[config.mk]
export PLATFORM = sky130hd
export DESIGN_NAME = keyboard_matrix_with_extended_fold
export DESIGN_NICKNAME = d
export VERILOG_FILES = /design/src/rtl/core/kbm_pkg.sv /design/src/rtl/core/keyboard_matrix_with_extended_fold.sv /design/src/rtl/core/kbm_cfg.sv /design/src/rtl/core/kbm_fold.sv /design/src/rtl/core/kbm_core.sv
export SDC_FILE = /design/constraint.sdc
export NUM_CORES = 1
export LEC_CHECK = 0
export ABC_CLOCK_PERIOD_IN_PS = 2000
export CAP_MARGIN = 20
export CORE_MARGIN = 5
export CORE_UTILIZATION = 30
export CTS_BUF_LIST = sky130_fd_sc_hd__clkbuf_2 sky130_fd_sc_hd__clkbuf_4 sky130_fd_sc_hd__clkbuf_8
export CTS_CLUSTER_DIAMETER = 50
export DETAILED_ROUTE_END_ITERATION = 6
export DONT_BUFFER_PORTS = 1
export PLACE_DENSITY = 0.52
export SLEW_MARGIN = 20
export SYNTH_ARGS = -nofsm -noshare
export SYNTH_HDL_FRONTEND = slang
export SYNTH_SLANG_ARGS = --single-unit
[constraint.sdc]
create_clock -name clk -period 2 [get_ports clk]
set_clock_uncertainty 0.05 [all_clocks]
set_input_delay 0.5 -clock clk [delete_from_list [all_inputs] [get_ports clk]]
set_output_delay 0.5 -clock clk [all_outputs]
set_load 0.01 [all_outputs]
[src/rtl/core/kbm_pkg.sv]
`default_nettype none
package kbm_pkg;

  localparam int NumRows = 8;
  localparam int NumCols = 5;
  localparam int NumExt  = 16;

  localparam logic [NumCols-1:0] ALL_COLS = 5'h1F;
  // Extended IDs that pull Caps Shift and Symbol Shift
  localparam logic [NumExt-1:0]  CS_IDS   = 16'hFF0F;
  localparam logic [NumExt-1:0]  SYM_IDS  = 16'h01F0;

  localparam logic [2:0] CAPS_ROW = 3'd0;
  localparam logic [2:0] CAPS_COL = 3'd0;
  localparam logic [2:0] SYM_ROW  = 3'd7;
  localparam logic [2:0] SYM_COL  = 3'd1;

  // Configuration register indexes
  localparam logic [0:0] REG_CANCEL_FOLD = 1'b0;

  typedef enum logic [1:0] {
    REQ_KEY  = 2'd0,
    REQ_EXT  = 2'd1,
    REQ_SCAN = 2'd2,
    REQ_READ = 2'd3
  } kbm_req_t;

  typedef struct packed {
    logic [1:0] req_type;
    logic [2:0] key_row;
    logic [2:0] key_col;
    logic [3:0] ext_key_id;
    logic       key_pressed;
    logic [7:0] row_select;
  } kbm_in_t;

  typedef struct packed {
    logic [4:0]  row_data;
    logic [15:0] ext_keys_raw;
  } kbm_out_t;

  typedef struct packed {
    logic       hit;
    logic [2:0] row;
    logic [2:0] col;
  } kbm_pos_t;

  typedef logic [NumRows-1:0][NumCols-1:0] kbm_rows_t;

  // Matrix position that each extended key folds onto; ID 8 folds onto no position
  function automatic kbm_pos_t fold_pos(input logic [3:0] id);
    kbm_pos_t p;
    p.hit = 1'b1;
    unique case (id)
      4'd0:    begin p.row = 3'd4; p.col = 3'd2; end
      4'd1:    begin p.row = 3'd3; p.col = 3'd4; end
      4'd2:    begin p.row = 3'd4; p.col = 3'd4; end
      4'd3:    begin p.row = 3'd4; p.col = 3'd3; end
      4'd4:    begin p.row = 3'd7; p.col = 3'd2; end
      4'd5:    begin p.row = 3'd7; p.col = 3'd3; end
      4'd6:    begin p.row = 3'd5; p.col = 3'd0; end
      4'd7:    begin p.row = 3'd5; p.col = 3'd1; end
      4'd8:    begin p.hit = 1'b0; p.row = 3'd0; p.col = 3'd0; end
      4'd9:    begin p.row = 3'd3; p.col = 3'd1; end
      4'd10:   begin p.row = 3'd4; p.col = 3'd1; end
      4'd11:   begin p.row = 3'd3; p.col = 3'd2; end
      4'd12:   begin p.row = 3'd3; p.col = 3'd3; end
      4'd13:   begin p.row = 3'd7; p.col = 3'd0; end
      4'd14:   begin p.row = 3'd3; p.col = 3'd0; end
      default: begin p.row = 3'd4; p.col = 3'd0; end
    endcase
    return p;
  endfunction

endpackage
`default_nettype wire

[src/rtl/core/keyboard_matrix_with_extended_fold.sv]
// A taken word is captured by the input register, then the result register in kbm_core drives result and result_valid.
// Throughput: one word per cycle, every cycle; busy stays low, so start is never held off.
// Reset (rst, synchronous): all matrix keys released, extended keys clear, shift snapshot
// released, cancel_fold cleared, and no result pending. The receiver cannot stall.
`default_nettype none
module keyboard_matrix_with_extended_fold (
  input  wire logic              clk,
  input  wire logic              rst,
  // Command channel
  input  wire logic              start,
  output logic                   busy,
  input  wire kbm_pkg::kbm_in_t  cmd,
  // Result channel: one cycle strobe, no back-pressure
  output logic                   result_valid,
  output kbm_pkg::kbm_out_t      result,
  // Register port
  input  wire logic              psel,
  input  wire logic              penable,
  input  wire logic              pwrite,
  input  wire logic [2:0]        paddr,
  input  wire logic [31:0]       pwdata,
  output logic [31:0]            prdata,
  output logic                   pready
);

  logic             in_valid;
  kbm_pkg::kbm_in_t in_word;
  logic             cancel_fold;

  // Every update and read finishes in one pass, so the next word can
  // always follow directly behind.
  assign busy = 1'b0;

  // Input register: capture the word on accept
  always_ff @(posedge clk) begin
    if (rst) begin
      in_valid <= 1'b0;
    end else begin
      in_valid <= start & ~busy;
    end
  end

  always_ff @(posedge clk) begin
    if (start && !busy) begin
      in_word <= cmd;
    end
  end

  kbm_cfg u_cfg (
    .clk         (clk),
    .rst         (rst),
    .psel        (psel),
    .penable     (penable),
    .pwrite      (pwrite),
    .paddr       (paddr),
    .pwdata      (pwdata),
    .prdata      (prdata),
    .pready      (pready),
    .cancel_fold (cancel_fold)
  );

  // Matrix state, fold and result register
  kbm_core u_core (
    .clk          (clk),
    .rst          (rst),
    .item_valid   (in_valid),
    .item         (in_word),
    .cancel_fold  (cancel_fold),
    .result_valid (result_valid),
    .result       (result)
  );

endmodule
`default_nettype wire

[src/rtl/core/kbm_cfg.sv]
`default_nettype none
module kbm_cfg (
  input  wire logic        clk,
  input  wire logic        rst,
  input  wire logic        psel,
  input  wire logic        penable,
  input  wire logic        pwrite,
  input  wire logic [2:0]  paddr,
  input  wire logic [31:0] pwdata,
  output logic [31:0]      prdata,
  output logic             pready,
  output logic             cancel_fold
);

  logic reg_sel;
  logic wr_en;

  assign pready  = 1'b1;
  assign reg_sel = (paddr[2] == kbm_pkg::REG_CANCEL_FOLD);
  assign wr_en   = psel & penable & pwrite & pready & reg_sel;

  always_ff @(posedge clk) begin
    if (rst) begin
      cancel_fold <= 1'b0;
    end else if (wr_en) begin
      cancel_fold <= pwdata[0];
    end
  end

  assign prdata = reg_sel ? {31'd0, cancel_fold} : 32'd0;

endmodule
`default_nettype wire

[src/rtl/core/kbm_fold.sv]
`default_nettype none
module kbm_fold (
  input  wire logic [15:0]       ext_keys,
  output kbm_pkg::kbm_rows_t     fold_mask
);

  kbm_pkg::kbm_pos_t pos;

  always_comb begin
    fold_mask = '1;
    pos = '0;
    for (int i = 0; i < kbm_pkg::NumExt; i++) begin
      pos = kbm_pkg::fold_pos(4'(i));
      if (ext_keys[i] && pos.hit) begin
        fold_mask[pos.row][pos.col] = 1'b0;
      end
    end
    // Shift modifiers that the extended keys imply
    if ((ext_keys & kbm_pkg::CS_IDS) != '0) begin
      fold_mask[kbm_pkg::CAPS_ROW][kbm_pkg::CAPS_COL] = 1'b0;
    end
    if ((ext_keys & kbm_pkg::SYM_IDS) != '0) begin
      fold_mask[kbm_pkg::SYM_ROW][kbm_pkg::SYM_COL] = 1'b0;
    end
  end

endmodule
`default_nettype wire

[src/rtl/core/kbm_core.sv]
`default_nettype none
module kbm_core (
  input  wire logic             clk,
  input  wire logic             rst,
  input  wire logic             item_valid,
  input  wire kbm_pkg::kbm_in_t item,
  input  wire logic             cancel_fold,
  output logic                  result_valid,
  output kbm_pkg::kbm_out_t     result
);

  kbm_pkg::kbm_rows_t key_rows;
  kbm_pkg::kbm_rows_t key_rows_next;
  kbm_pkg::kbm_rows_t fold_mask;
  logic [15:0]        ext_key_bits;
  logic [15:0]        ext_key_bits_next;
  logic [15:0]        ext_gated;
  logic [1:0]         shift_snapshot;
  logic [1:0]         shift_snapshot_next;
  kbm_pkg::kbm_req_t  req;
  logic [4:0]         col_bit;
  logic [15:0]        id_bit;
  logic [4:0]         row_val;
  logic [4:0]         read_data;
  kbm_pkg::kbm_out_t  result_next;

  assign ext_gated = cancel_fold ? 16'd0 : ext_key_bits;

  kbm_fold u_fold (
    .ext_keys  (ext_gated),
    .fold_mask (fold_mask)
  );

  always_comb begin
    req     = kbm_pkg::kbm_req_t'(item.req_type);
    col_bit = (item.key_col <= 3'd4) ? (5'b00001 << item.key_col) : 5'd0;
    id_bit  = 16'd1 << item.ext_key_id;

    key_rows_next       = key_rows;
    ext_key_bits_next   = ext_key_bits;
    shift_snapshot_next = shift_snapshot;
    read_data           = kbm_pkg::ALL_COLS;
    row_val             = kbm_pkg::ALL_COLS;

    unique case (req)
      kbm_pkg::REQ_KEY: begin
        for (int i = 0; i < kbm_pkg::NumRows; i++) begin
          if (item.key_row == 3'(i)) begin
            key_rows_next[i] = item.key_pressed ? (key_rows[i] & ~col_bit)
                                                : (key_rows[i] | col_bit);
          end
        end
      end
      kbm_pkg::REQ_EXT: begin
        ext_key_bits_next = item.key_pressed ? (ext_key_bits | id_bit)
                                             : (ext_key_bits & ~id_bit);
      end
      kbm_pkg::REQ_SCAN: begin
        shift_snapshot_next = {key_rows[kbm_pkg::SYM_ROW][kbm_pkg::SYM_COL],
                               key_rows[kbm_pkg::CAPS_ROW][kbm_pkg::CAPS_COL]};
      end
      default: begin
        // AND every selected row, with shift hysteresis and fold applied
        for (int i = 0; i < kbm_pkg::NumRows; i++) begin
          row_val = key_rows[i];
          if (i == 0 && !shift_snapshot[0]) begin
            row_val[kbm_pkg::CAPS_COL] = 1'b0;
          end
          if (i == 7 && !shift_snapshot[1]) begin
            row_val[kbm_pkg::SYM_COL] = 1'b0;
          end
          if (!item.row_select[i]) begin
            read_data = read_data & row_val & fold_mask[i];
          end
        end
      end
    endcase

    result_next.row_data     = read_data;
    result_next.ext_keys_raw = ext_key_bits_next;
  end

  always_ff @(posedge clk) begin
    if (rst) begin
      key_rows       <= '1;
      ext_key_bits   <= '0;
      shift_snapshot <= 2'b11;
      result_valid   <= 1'b0;
    end else begin
      result_valid <= item_valid;
      if (item_valid) begin
        key_rows       <= key_rows_next;
        ext_key_bits   <= ext_key_bits_next;
        shift_snapshot <= shift_snapshot_next;
      end
    end
  end

  always_ff @(posedge clk) begin
    if (item_valid) begin
      result <= result_next;
    end
  end

endmodule
`default_nettype wire
==> results.ini <==
[status]
outcome = finished, final reports clean

[min_path]
hold_class = input pin to flop

[sta]
finalSetupViolations = 0
max_freq_ghz = 0.525
worstMarginPinSlew_ns = 0.830
final-max-slew-violation-count = 0
hold_viol = 0
rsz0062_at_grt = no
period_minus_slack_ns = 1.91
setup_tns_ns = 0
fin_crit_sh_pct = 95.3
relSlewSlack_pct = 44.7

[setup_path]
cp_num_buf_inv = 0
worst-setup-path-type = flop to flop
critical_path.top_delay_family = simple AND/OR/NAND/NOR gates
critPathSlowestCell = edfxtp_1
endpoint_kind = flop
required_ns = 2.22
cp_cell_sequence = nand4b_1, nor3_1, mux2_2, o21a_1
cp.arrival_ns = 2.12
critPathMaxFanout = 8
start_kind = flop
max_stage_delay_ns = 0.56

[floorplan]
rows = 45
boundaryPins = 118
start_util_pct = 30.9
die_x_um = 136
core_sq_um = 15300
die_area_sq_um = 18400
die_h_um = 136

[pwr]
seqPwrFrac_pct = 58.0
p_leak_nw = 1.89
p_per_area_nw_per_um2 = 799
vdd_ir_drop_max_v = 0.000345
swShare_pct = 23.9
comb_power_share_pct = 7.9
clkPwrFrac_pct = 34.1
p_sw_uw = 981
p_total_mw = 4.11
p_int_mw = 3.13

[route]
vias = 3357
drtAntennaViolNets = 0
wl_um = 11300
viasPerCell = 4.94
drcViolationCount = 0
drtPass1Iterations = 5
drt-wirelength-per-cell_um = 16.6
drt_first_iter_violations = 202

[place]
routabilityCongestion = 0.868
dp.cells = 664
hpwl_um = 8010
port_buffers = 0

[clock_tree]
clock_latency_ns = 0.36
cts_setup_buffers = 0
hold_buffers = 0
numCtsBuffers = 9
cts_sinks = 103
clk_pin_slew_ns = 0.09
cts_tree = built
cts-root-buf = clkbuf_8
h-tree-depth = 3
clk_path_buf_depth = 2
ctsResizeCount = 0

[final_layout]
n_fill_cell = 1546
n_antenna_cell = 0
final_layout_size_suffix_gt1_share_pct = 13.9
register_area_sq_um = 2480
utilization_pct = 33.6
final_cells = 680
multi_input_area_sq_um = 2000
layout_common_cells = nor2_1 (70), dfxtp_1 (60), edfxtp_1 (42), nand3_1 (34), conb_1 (33)
syn2layout_area_growth_pct = 8.92
nets = 526
layout_commonest_cell = nor2_1

[global_route]
grt_pass1_vias = 3227
grt_pass1_wl_um = 17400
antenna_found_initial = 0
overflow = 0
grt_usage_pct = 12.2
grt_max_degree = 62

[synthesis]
syn_area_sq_um = 4730
seq_area_frac_synth_pct = 52.5
synth_cell_types = 45
synth-edff-count = 42
yosysWarnings = 0
syn-instance-count = 458
syn_avg_cell_area_sq_um = 10.3
ys_async_sr_fraction_pct = 0
ys.flop_type = dfxtp_1
synth-seq-cells = 103

[flow_run]
drv_cap = 0

==> worst paths after layout <==
kind,from,endpoint,slack (ns),depth (start not counted)
worst max-delay path,in_word[20]$_DFFE_PP_,u_core.ext_key_bits[10]$_SDFFE_PP0P_,0.09,4
worst min-delay path,rst,in_valid$_SDFF_PP0_,0.14,1
worst max register to register,in_word[20]$_DFFE_PP_,u_core.ext_key_bits[10]$_SDFFE_PP0P_,0.09,4
worst min register to register,flop,flop,0.42,1
==> power by group through the flow <==
stage / sequential, mW / combinational [mW] / clock (mW)
global placement: 2.43 / 0.317 / 0
global route: 2.40 / 0.354 / 1.54
floorplan: 2.39 / 0.284 / 0
CTS: 2.39 / 0.321 / 1.45
finish: 2.39 / 0.323 / 1.40
detailed placement: 2.44 / 0.320 / 0
==> final cells by class <==
type,count,area share [%]
Inverter,1,0.0729
Tap cell,211,5.13
Timing Repair Buffer,23,3.60
Clock buffer,11,2.70
Clock inverter,5,1.41
Multi-Input combinational cell,326,38.9
Sequential cell,103,48.2
==> cell usage after synthesis (4+ instances only) <==
| cell type | instances | area [sq um] |
|---|---|---|
| dfxtp_1 | 61 | 1220 |
| o22ai_1 | 8 | 50.1 |
| and3_1 | 8 | 50.1 |
| a211o_1 | 32 | 280 |
| nand2b_1 | 17 | 106 |
| nor2_1 | 70 | 263 |
| o21bai_1 | 8 | 60.1 |
| buf_2 | 4 | 20.0 |
| nand2_1 | 12 | 45.0 |
| o21a_1 | 16 | 120 |
| edfxtp_1 | 42 | 1260 |
| nor2b_1 | 8 | 50.1 |
| a21oi_1 | 22 | 110 |
| nand3_1 | 34 | 170 |
| buf_4 | 34 | 255 |
| clkbuf_1 | 16 | 60.1 |
| mux2_2 | 16 | 180 |
==> metrics by stage <==
| step | cell area (sq um) | worst slack [ns] | hold WS [ns] |
|---|---|---|---|
| CTS | 5150 | 0.105 | 0.124 |
| floorplan | 4850 | 0.101 | 0.380 |
| detailed placement | 4940 | 0.135 | 0.395 |
| global route | 5150 | 0.0450 | 0.116 |
| global placement | 4940 | 0.171 | 0.389 |
| finish | 5150 | 0.0937 | 0.137 |
==> kinds of logic (layout without fill, tap and decap cells) <==
kind of cell	Yosys count	in the layout	share of synthesized area, %
muxes	19	19	4.45
and+or+nand+nor	175	175	19.9
buffers and inverters	60	40	7.75
AOI/OAI and AO/OA	99	99	15.2
other	2	33	0.159
DFF	103	103	52.5
==> routing by layer <==
layer	track usage, %	routed length (um)	share of wire (%)	up-vias
met5	0	0	0	-
met4	4.65	153	1.4	0
met3	2.45	668	5.9	13
met2	18.8	5000	44	117
met1	16.9	5450	48	1623
li1	-	-	-	1604
Note: power is estimated with default switching activity, not from simulation.
